**config.mk**
```make
export PLATFORM = sky130hd
export DESIGN_NAME = linear_recurrence_generator_top
export DESIGN_NICKNAME = d
export VERILOG_FILES = /design/src/rtl/lrg_pkg.sv /design/src/rtl/linear_recurrence_generator_top.sv
export VERILOG_INCLUDE_DIRS = /design/src /design/src/rtl
export SDC_FILE = /design/constraint.sdc
export NUM_CORES = 2
export LEC_CHECK = 0
export BUFFER_PORTS_ARGS = -buffer_cell sky130_fd_sc_hd__buf_2
export CORE_MARGIN = 2
export CORE_UTILIZATION = 33
export CTS_BUF_LIST = sky130_fd_sc_hd__clkbuf_4
export CTS_CLUSTER_SIZE = 16
export DETAILED_ROUTE_END_ITERATION = 8
export PLACE_DENSITY = 0.45
export SYNTH_ARGS = -nofsm -noshare
export SYNTH_HDL_FRONTEND = slang
export SYNTH_SLANG_ARGS = --single-unit
```
**constraint.sdc**
```tcl
create_clock -name clk -period 20.3 [get_ports clk]
set_input_delay 3.045 -clock clk [delete_from_list [all_inputs] [get_ports clk]]
set_output_delay 3.045 -clock clk [all_outputs]
set_load 0.005 [all_outputs]
```
**src/rtl/linear_recurrence_generator_top_defines.svh**
```systemverilog
// assertion macros for the linear recurrence generator
// used by linear_recurrence_generator_top; no other dependencies
`ifndef LINEAR_RECURRENCE_GENERATOR_TOP_DEFINES_SVH
`define LINEAR_RECURRENCE_GENERATOR_TOP_DEFINES_SVH

`ifndef SYNTHESIS
// expression must hold at every clock edge out of reset
`define LRG_ASSERT_ALWAYS(label, clk, rst_n, expr) \
	label: assert property (@(posedge clk) disable iff (!rst_n) (expr)) \
		else $error("lrg assertion failed");
// antecedent implies consequent in the same cycle
`define LRG_ASSERT_IMPLY(label, clk, rst_n, ante, cons) \
	label: assert property (@(posedge clk) disable iff (!rst_n) (ante) |-> (cons)) \
		else $error("lrg assertion failed");
// antecedent implies consequent in the next cycle
`define LRG_ASSERT_NEXT(label, clk, rst_n, ante, cons) \
	label: assert property (@(posedge clk) disable iff (!rst_n) (ante) |=> (cons)) \
		else $error("lrg assertion failed");
`else
`define LRG_ASSERT_ALWAYS(label, clk, rst_n, expr)
`define LRG_ASSERT_IMPLY(label, clk, rst_n, ante, cons)
`define LRG_ASSERT_NEXT(label, clk, rst_n, ante, cons)
`endif

`endif

```
**src/rtl/lrg_pkg.sv**
```systemverilog
// types and constants of the linear recurrence generator
// no dependencies; used by linear_recurrence_generator_top
`default_nettype none

package lrg_pkg;

	// action codes
	localparam logic [1:0] ACT_LOAD = 2'd0;
	localparam logic [1:0] ACT_PUSH = 2'd1;
	localparam logic [1:0] ACT_GEN  = 2'd2;

	// Q16.16 one and saturation limits
	localparam logic signed [31:0] ONE_Q16  = 32'sh0001_0000;
	localparam logic signed [31:0] TERM_MAX = 32'sh7FFF_FFFF;
	localparam logic signed [31:0] TERM_MIN = 32'sh8000_0000;

	// rounding offset at bit 15
	localparam int unsigned RND_HALF = 32768;

	typedef struct packed {
		logic [1:0]          action;
		logic [2:0]          coef_index;
		logic signed [31:0]  value;
	} in_t;

	typedef struct packed {
		logic signed [31:0]  term;
		logic                overflow;
	} out_t;

endpackage

`default_nettype wire

```
**src/rtl/linear_recurrence_generator_top.sv**
```systemverilog
// K-th order linear recurrence generator: a(n) = c1*a(n-1)+...+cK*a(n-K)+c(K+1)
// Input items load coefficients, push seed terms or request the next term.
// Two valid/ready channels, in_data (lrg_pkg::in_t) and out_data (lrg_pkg::out_t).
// History and coefficients sit in two small synchronous memories; one shared
// multiplier walks the taps, one tap per cycle, into a wide accumulator.
// Load: no result. Push seed: the seed is echoed with overflow 0. Unused action
// code: no result, no state change. Generate: the tap loop makes ORDER+1
// memory reads through read, multiply and accumulate stages, then the
// round and saturate step sets the result; one item is worked on at a time.
// The result sits in an output register, so a load or a generate is taken
// while a result waits; a push waits until the output register is free.
// When the receiver stalls, a finished term is held until the output frees.
// Reset clears the control state and marks every history and coefficient
// entry as zero through per-entry valid bits; no clearing pass is needed.
// includes linear_recurrence_generator_top_defines.svh, uses lrg_pkg
`default_nettype none

`include "linear_recurrence_generator_top_defines.svh"

module linear_recurrence_generator_top #(
	parameter int ORDER = 4
) (
	input  wire logic          clk,
	input  wire logic          arst_n,
	input  wire logic          in_valid,
	output logic               in_ready,
	input  wire lrg_pkg::in_t  in_data,
	output logic               out_valid,
	input  wire logic          out_ready,
	output lrg_pkg::out_t      out_data
);

	localparam int CW    = $clog2(ORDER + 1);
	localparam int HW    = (ORDER > 1) ? $clog2(ORDER) : 1;
	localparam int IW    = (CW > 3) ? CW : 3;
	localparam int ACC_W = 64 + $clog2(ORDER + 1);
	localparam int RW    = ACC_W - 16;

	typedef enum logic [3:0] {
		ST_IDLE  = 4'b0001,
		ST_RUN   = 4'b0010,
		ST_DRAIN = 4'b0100,
		ST_FIN   = 4'b1000
	} state_t;

	state_t state_q;

	// memories and their per-entry valid bits
	logic signed [31:0] hist_mem [ORDER];
	logic signed [31:0] coef_mem [ORDER + 1];
	logic [ORDER-1:0]   hist_vld_q;
	logic [ORDER:0]     coef_vld_q;

	logic [HW-1:0] wp_q;
	logic [HW-1:0] rp_q;
	logic [CW-1:0] cnt_q;

	// tap pipeline
	logic               v_s1, last_s1, const_s1, hvld_s1, cvld_s1;
	logic signed [31:0] hist_rd_s1, coef_rd_s1;
	logic               v_s2, last_s2;
	logic signed [63:0] prod_s2;
	logic signed [ACC_W-1:0] acc_q;

	logic          out_valid_q;
	lrg_pkg::out_t out_q;

	logic               in_xfer, out_free;
	logic               is_load, is_push, is_gen, load_ok, fin_go;
	logic [IW-1:0]      idx_ext;
	logic [HW-1:0]      newest;
	logic               hist_we;
	logic signed [31:0] hist_wd;
	logic signed [31:0] a_mul, b_mul;
	logic signed [ACC_W-1:0] rnd;
	logic signed [RW-1:0]    r_full;
	logic               sat;
	logic signed [31:0] fin_term;

	// handshake and decode
	assign out_free = !out_valid_q || out_ready;
	assign is_load  = (in_data.action == lrg_pkg::ACT_LOAD);
	assign is_push  = (in_data.action == lrg_pkg::ACT_PUSH);
	assign is_gen   = (in_data.action == lrg_pkg::ACT_GEN);
	assign in_ready = (state_q == ST_IDLE) && (!is_push || out_free);
	assign in_xfer  = in_valid && in_ready;
	assign idx_ext  = IW'(in_data.coef_index);
	assign load_ok  = (idx_ext <= IW'(ORDER));
	assign newest   = (wp_q == '0) ? HW'(ORDER - 1) : wp_q - HW'(1);
	assign fin_go   = (state_q == ST_FIN) && out_free;

	// history write: seed push or finished term
	assign hist_we = (in_xfer && is_push) || fin_go;
	assign hist_wd = fin_go ? fin_term : in_data.value;

	// multiplier operands, unwritten entries read as zero
	assign a_mul = cvld_s1 ? coef_rd_s1 : 32'sd0;
	assign b_mul = const_s1 ? lrg_pkg::ONE_Q16 : (hvld_s1 ? hist_rd_s1 : 32'sd0);

	// round half up at bit 15, then saturate to 32 bits
	assign rnd      = acc_q + ACC_W'(lrg_pkg::RND_HALF);
	assign r_full   = rnd[ACC_W-1:16];
	assign sat      = !((&r_full[RW-1:31]) || !(|r_full[RW-1:31]));
	assign fin_term = sat ? (r_full[RW-1] ? lrg_pkg::TERM_MIN : lrg_pkg::TERM_MAX)
	                      : r_full[31:0];

	// history memory, one write and one read port
	always_ff @(posedge clk) begin
		if (hist_we) begin
			hist_mem[wp_q] <= hist_wd;
		end
		hist_rd_s1 <= hist_mem[rp_q];
	end

	// coefficient memory, one write and one read port
	always_ff @(posedge clk) begin
		if (in_xfer && is_load && load_ok) begin
			coef_mem[CW'(idx_ext)] <= in_data.value;
		end
		coef_rd_s1 <= coef_mem[cnt_q];
	end

	// multiply stage
	always_ff @(posedge clk) begin
		prod_s2 <= a_mul * b_mul;
	end

	// control: sequencer, pointers, valid bits, accumulator and output
	always_ff @(posedge clk or negedge arst_n) begin
		if (!arst_n) begin
			state_q     <= ST_IDLE;
			hist_vld_q  <= '0;
			coef_vld_q  <= '0;
			wp_q        <= '0;
			rp_q        <= '0;
			cnt_q       <= '0;
			v_s1        <= 1'b0;
			last_s1     <= 1'b0;
			const_s1    <= 1'b0;
			hvld_s1     <= 1'b0;
			cvld_s1     <= 1'b0;
			v_s2        <= 1'b0;
			last_s2     <= 1'b0;
			acc_q       <= '0;
			out_valid_q <= 1'b0;
			out_q       <= '0;
		end else begin
			// read stage tags follow the issued tap
			v_s1     <= (state_q == ST_RUN);
			last_s1  <= (state_q == ST_RUN) && (cnt_q == CW'(ORDER));
			const_s1 <= (cnt_q == CW'(ORDER));
			hvld_s1  <= hist_vld_q[rp_q];
			cvld_s1  <= coef_vld_q[cnt_q];
			v_s2     <= v_s1;
			last_s2  <= last_s1;

			if (in_xfer && is_load && load_ok) begin
				coef_vld_q[CW'(idx_ext)] <= 1'b1;
			end
			if (hist_we) begin
				hist_vld_q[wp_q] <= 1'b1;
				wp_q <= (wp_q == HW'(ORDER - 1)) ? '0 : wp_q + HW'(1);
			end

			// accumulate products
			if (in_xfer && is_gen) begin
				acc_q <= '0;
			end else if (v_s2) begin
				acc_q <= acc_q + ACC_W'(prod_s2);
			end

			case (state_q)
				ST_IDLE: begin
					if (in_xfer && is_gen) begin
						cnt_q   <= '0;
						rp_q    <= newest;
						state_q <= ST_RUN;
					end
				end
				ST_RUN: begin
					// one tap read per cycle, newest history term first
					rp_q  <= (rp_q == '0) ? HW'(ORDER - 1) : rp_q - HW'(1);
					if (cnt_q == CW'(ORDER)) begin
						state_q <= ST_DRAIN;
					end else begin
						cnt_q <= cnt_q + CW'(1);
					end
				end
				ST_DRAIN: begin
					if (last_s2) begin
						state_q <= ST_FIN;
					end
				end
				ST_FIN: begin
					if (out_free) begin
						state_q <= ST_IDLE;
					end
				end
				default: begin
					state_q <= ST_IDLE;
				end
			endcase

			// output register
			if (fin_go) begin
				out_valid_q    <= 1'b1;
				out_q.term     <= fin_term;
				out_q.overflow <= sat;
			end else if (in_xfer && is_push) begin
				out_valid_q    <= 1'b1;
				out_q.term     <= in_data.value;
				out_q.overflow <= 1'b0;
			end else if (out_ready) begin
				out_valid_q <= 1'b0;
			end
		end
	end

	assign out_valid = out_valid_q;
	assign out_data  = out_q;

	// checks on the sequencer and tap pipeline
	`LRG_ASSERT_IMPLY(a_busy_no_ready, clk, arst_n, state_q != ST_IDLE, !in_ready)
	`LRG_ASSERT_IMPLY(a_last_in_drain, clk, arst_n, last_s2, state_q == ST_DRAIN)
	`LRG_ASSERT_IMPLY(a_tap_in_gen, clk, arst_n, v_s2, state_q == ST_RUN || state_q == ST_DRAIN)
	`LRG_ASSERT_NEXT(a_fin_emits, clk, arst_n, fin_go, out_valid && state_q == ST_IDLE)

endmodule

`default_nettype wire
```
======== After elaboration in Yosys (flattened, before gate mapping) ========
Memories as Yosys holds them, arrays and structs flattened. A register that Yosys moved wholly into a read port is not among the register bits.
Index checks and enable logic that the tools add are counted.
Widths: inputs -> output; s select.
storage, ports and cells
  register bits ........................... 192
  memory bits (writable) .................. 288
  bits of input ports ..................... 41
  word-level logic and storage cells ...... 117
  memories ................................ 2
operators by class
  add/subtract/negate cells ............... 6
  multipliers ............................. 1
  magnitude comparators ................... 7
  equality and inequality tests ........... 13
  muxes and demuxes ....................... 38
  bitwise logic cells ..................... 2
  reductions and logical operators ........ 30
memories
  memory    depth  width  rd ports  clocked after memory_dff  write ports  line                                   source
  coef_mem  5      32     1         1                         1            linear_recurrence_generator_top.sv:50  logic signed [31:0] coef_mem [ORDER + 1];
  hist_mem  4      32     1         1                         1            linear_recurrence_generator_top.sv:49  logic signed [31:0] hist_mem [ORDER];
operators with widths
  operator                count
  $mux 32                 6
  $mux 67                 2
  $add 67x16->67 const B  1
  $add 67x64->67          1
  $mux 33                 2
  $mul 32x32->64          1
  $reduce_and 20->1       1
  $reduce_or 20->1        1
  $mux 4                  4
  $pmux 4 s4              1
  $mux 1                  11
  $logic_and 1x1->1       10
  $lt 3x4->1 const B      2
  $mux 2                  4
  $logic_not 2->1         3
  $lt 2x3->1 const B      2
  $mux 3                  2
  $ne 2x2->1 const B      3
  $pmux 3 s2              1
  $reduce_bool 2->1       3
  $or 5x5->5              1
  $eq 2x2->1 const B      2
  $eq 4x1->1 const B      1
  $eq 4x2->1 const B      1
  other kinds (23)        31

======== Longest topological paths before layout ========
  depth in word-level cells ............... 9
  depth in mapped cells ................... 35
  mapped depth without buffers ............ 31

======== Worst setup path before layout ========
OpenSTA, ideal clock, no wires.
  path type ............................... reg2reg
  start ................................... reg const_s1
  end ..................................... reg prod_s2[62]
  arrival time ............................ 8.573 ns
  required time ........................... 20.228 ns
  path slack .............................. 11.655 ns
  cell stages (with the launch flop) ...... 30
  buffers on the path ..................... 5
  period minus slack after synthesis ...... 8.645 ns
  cells stage by stage .................... dfrtp_1 > nor2b_1 > clkbuf_1 > clkbuf_1 > and2_0 > clkbuf_1 > clkbuf_1 > nand2_1 > fa_1 > fa_1 > fa_1 > fa_1 > inv_1 > fa_1 > fa_1 > fa_1 > fa_1 > ha_1 > clkbuf_1 > a2111oi_0 > o21ai_0 > a311o_1 > and2_1 > o31ai_1 > o31ai_1 > o41ai_2 > o311ai_0 > o21a_1 > a311oi_1 > xnor2_1
between the ends
  longest elaborated chain between the ends .. 2
ends and longest elaborated chain
  item                      line                                    source
  start: declaration        linear_recurrence_generator_top.sv:59   logic v_s1, last_s1, const_s1, hvld_s1, cvld_s1;
  start signal: assignment  linear_recurrence_generator_top.sv:151  const_s1 <= (cnt_q == CW'(ORDER));
  $mux 32                   linear_recurrence_generator_top.sv:98   assign b_mul = const_s1 ? lrg_pkg::ONE_Q16 : (hvld_s1 ? hist_rd_s1 : 32'sd0);
  $mul 32x32->64            linear_recurrence_generator_top.sv:125  prod_s2 <= a_mul * b_mul;
  end signal: assignment    linear_recurrence_generator_top.sv:125
  end: declaration          linear_recurrence_generator_top.sv:62   logic signed [63:0] prod_s2;
Every way passes these cells.
A chain may end at the register's enable or synchronous reset.

======== Worst setup path after layout ========
Ends and elaborated chain as after synthesis.

==> results.json <==
{
  "outcome": "finished, final reports clean",
  "cp.required_ps": 21210,
  "vias": 42400,
  "rows": 155,
  "start_util_pct": 33.2,
  "io_pins": 76,
  "place_congestion": 0.936,
  "grt_use_total_pct": 23.4,
  "min_to": "v_s2",
  "cts_max_level": 4,
  "cts_max_path_buffers": 3,
  "ys_seq_elements": 544,
  "hp-start": "v_s1",
  "setup_viol": 0,
  "drc_errors": 0,
  "synth_edf_count": 288,
  "tritoncts": "built",
  "fin_setup_tns_ps": 0,
  "synth_area_um2": 59400,
  "cts_buffers": 141,
  "area_growth_pct": 8.60,
  "syn_avg_cell_area_um2": 10.1,
  "clk_latency_ps": 1040,
  "crit_slowest_cell": "and2_1",
  "cts_root_buf": "clkbuf_4",
  "port_buffers": 75,
  "layout.nets": 7311,
  "drv_cap": 0,
  "cts_setup_buffers": 0,
  "synth-seq-area-share_pct": 24.3,
  "clock-sinks": 544,
  "drt_iter0_drc": 3150,
  "antenna_found_initial": 14,
  "gr-total-overflow": 0,
  "routed_wl_mm": 209,
  "period_needed_ps": 10630,
  "final_core_util_pct": 36.1,
  "tightest_slew_ps": 1100,
  "start_kind": "register",
  "hold_buffers": 0,
  "post_cts_resized": 0,
  "hold_viol": 0,
  "die_y_um": 428,
  "placed_area_um2": 62500,
  "arrival_ps": 11540,
  "die_w_um": 428,
  "hp-class": "register to register",
  "dp_slack_ps": 9740,
  "fill_cells": 18000,
  "slowest_delay_ps": 680,
  "period_share_pct": 52.4,
  "r2r-end": "prod_s2[62]",
  "endpoint_kind": "register",
  "die_area_um2": 183000,
  "clk_pin_slew_ps": 70,
  "synth_cell_type_count": 85,
  "viasPerCell": 5.04,
  "coreArea_um2": 179000,
  "slew_viol_final": 0,
  "slew_headroom_pct": 26.6,
  "syn_nets": 7268,
  "antenna_left": 0,
  "crit_type": "register to register",
  "syn_inst": 5886,
  "grt_start_max_net_pins": 68,
  "reg2reg_depth": 26,
  "crit_top_cell": "fa_1",
  "critical_path.max_fanout": 67,
  "dp_hpwl_mm": 159,
  "r2r-start": "const_s1",
  "ys.flop_type": "edfxtp_1",
  "dr.pass1.iters": 6,
  "yosys_warnings": 0,
  "postSynth.asyncResetShare_pct": 23.5,
  "design_area_um2": 64500,
  "rsz0062_at_grt": "no",
  "grt_first_pass_wirelength_mm": 314,
  "setup_slack_ps": 9670,
  "grt_pass1_vias": 45600,
  "r2r_slack_ps": 9670,
  "max_freq_mhz": 94.1,
  "fin_worst_skew_ps": 66.8,
  "holdPathStages": 0,
  "drive_gt1_share_pct": 9.66,
  "avgRoutedWirePerCell_um": 24.9
}
## placed cells by master (no fill, tap or decap), types with 9 or more instances in the layout
| master | Yosys | final |
|---|---|---|
| a211oi_1 | 19 | 19 |
| a21o_1 | 83 | 83 |
| a21oi_1 | 180 | 179 |
| a31oi_1 | 11 | 10 |
| and2_1 | 72 | 59 |
| and2_2 | 0 | 13 |
| and3_1 | 17 | 16 |
| and4_1 | 9 | 9 |
| buf_2 | 2 | 74 |
| buf_4 | 2 | 119 |
| clkbuf_4 | 0 | 200 |
| clkinv_1 | 0 | 38 |
| dfrtp_1 | 127 | 123 |
| dfxtp_1 | 128 | 128 |
| diode_2 | 0 | 9 |
| edfxtp_1 | 288 | 288 |
| fa_1 | 1083 | 1083 |
| ha_1 | 258 | 258 |
| inv_1 | 1046 | 1046 |
| mux2_2 | 41 | 41 |
| mux2i_1 | 45 | 45 |
| mux4_2 | 66 | 66 |
| nand2_1 | 768 | 766 |
| nand2b_1 | 20 | 20 |
| nand3_1 | 65 | 65 |
| nand4_1 | 39 | 39 |
| nor2_1 | 681 | 680 |
| nor2b_1 | 18 | 17 |
| nor3_1 | 33 | 32 |
| nor4_1 | 10 | 9 |
| o211ai_1 | 37 | 37 |
| o21a_1 | 15 | 15 |
| o21ai_0 | 98 | 98 |
| o21bai_1 | 20 | 20 |
| or2_2 | 19 | 19 |
| or3_1 | 11 | 11 |
| xnor2_1 | 110 | 110 |
| xor2_1 | 61 | 61 |
## worst max-delay path: cells and delay by family, from the launching register on
kind | cells | cell delay, ps
AO/OA/AOI/OAI | 9 | 3400
adder cells (fa/ha/maj) | 9 | 4370
flip-flops | 1 | 430
AND/OR/NAND/NOR | 4 | 1110
XOR/XNOR | 1 | 150
buffers and inverters | 3 | 1020
## state kept, by name, indices dropped and copies added (netlist names), 2 cells and up
register,count
coef_mem,160
hist_mem,128
acc_q,67
prod_s2,64
out_data,33
coef_rd_s1,32
hist_rd_s1,32
coef_vld_q,5
hist_vld_q,4
state_q,4
cnt_q,3
rp_q,2
wp_q,2
## through the flow
stage,hold WS (ps),std cells
finish,356,8409
global route,370,8405
CTS,356,8400
detailed placement,342,8141
global placement,332,8141
floorplan,331,5886
## worst max-delay path by stage
stage | end | from | cells past startpoint | slack, ps
3_5_place_dp | prod_s2[62] | const_s1 | 25 | 9740
6_report | prod_s2[62] | const_s1 | 26 | 9670
4_1_cts | prod_s2[62] | hvld_s1 | 25 | 9630
3_3_place_gp | prod_s2[62] | const_s1 | 25 | 9820
2_1_floorplan | prod_s2[62] | const_s1 | 29 | 11650
5_1_grt | prod_s2[62] | hvld_s1 | 27 | 9120
## cell type report
type / instances / area [µm²] / share of cell area (%)
clock buffers: 200 / 1500 / 2.33
inverters: 1046 / 3930 / 6.09
flip-flops and latches: 544 / 14400 / 22.4
clock inverters: 59 / 445 / 0.691
diodes: 9 / 22.5 / 0.0349
well taps: 2355 / 2950 / 4.57
repair buffers: 194 / 1270 / 1.98
multi-input cells: 4002 / 39900 / 61.9
## routing by layer
layer | vias to the layer above | part of all wire (%) | global-route usage (%)
li1 | 18500 | - | -
met2 | 1390 | 46 | 37.0
met5 | - | 0.071 | 0.468
met3 | 312 | 6.1 | 3.58
met1 | 22200 | 44 | 32.4
met4 | 6 | 3.8 | 8.38
## Yosys cell counts (all sizes together) (30+ instances only)
| cell | n | share of area (%) |
|---|---|---|
| dfxtp | 128 | 4.3 |
| ha | 258 | 5.4 |
| xor2 | 61 | 0.90 |
| mux2 | 41 | 0.78 |
| o211ai | 37 | 0.47 |
| nor3 | 33 | 0.28 |
| o21ai | 100 | 0.84 |
| inv | 1046 | 6.6 |
| nand2 | 770 | 4.9 |
| nor2 | 682 | 4.3 |
| and2 | 73 | 0.77 |
| mux4 | 66 | 2.5 |
| edfxtp | 288 | 15 |
| a21oi | 182 | 1.5 |
| dfrtp | 127 | 5.4 |
| a21o | 83 | 1.0 |
| nand3 | 65 | 0.55 |
| buf | 30 | 0.30 |
| xnor2 | 110 | 1.6 |
| clkbuf | 264 | 1.7 |
| fa | 1083 | 37 |
| mux2i | 45 | 0.76 |
| nand4 | 39 | 0.41 |
## cell families after synthesis
family	share of synthesized area (%)
and+or+nand+nor	12.8
adders and majority gates	42.0
buffers and inverters	8.58
DFF	24.3
AOI/OAI and AO/OA	5.80
xor gates and xnor gates	2.52
muxes	4.04
Power is not shown: default switching activity piles up to over one toggle a cycle in this logic, so the estimate is an artifact.
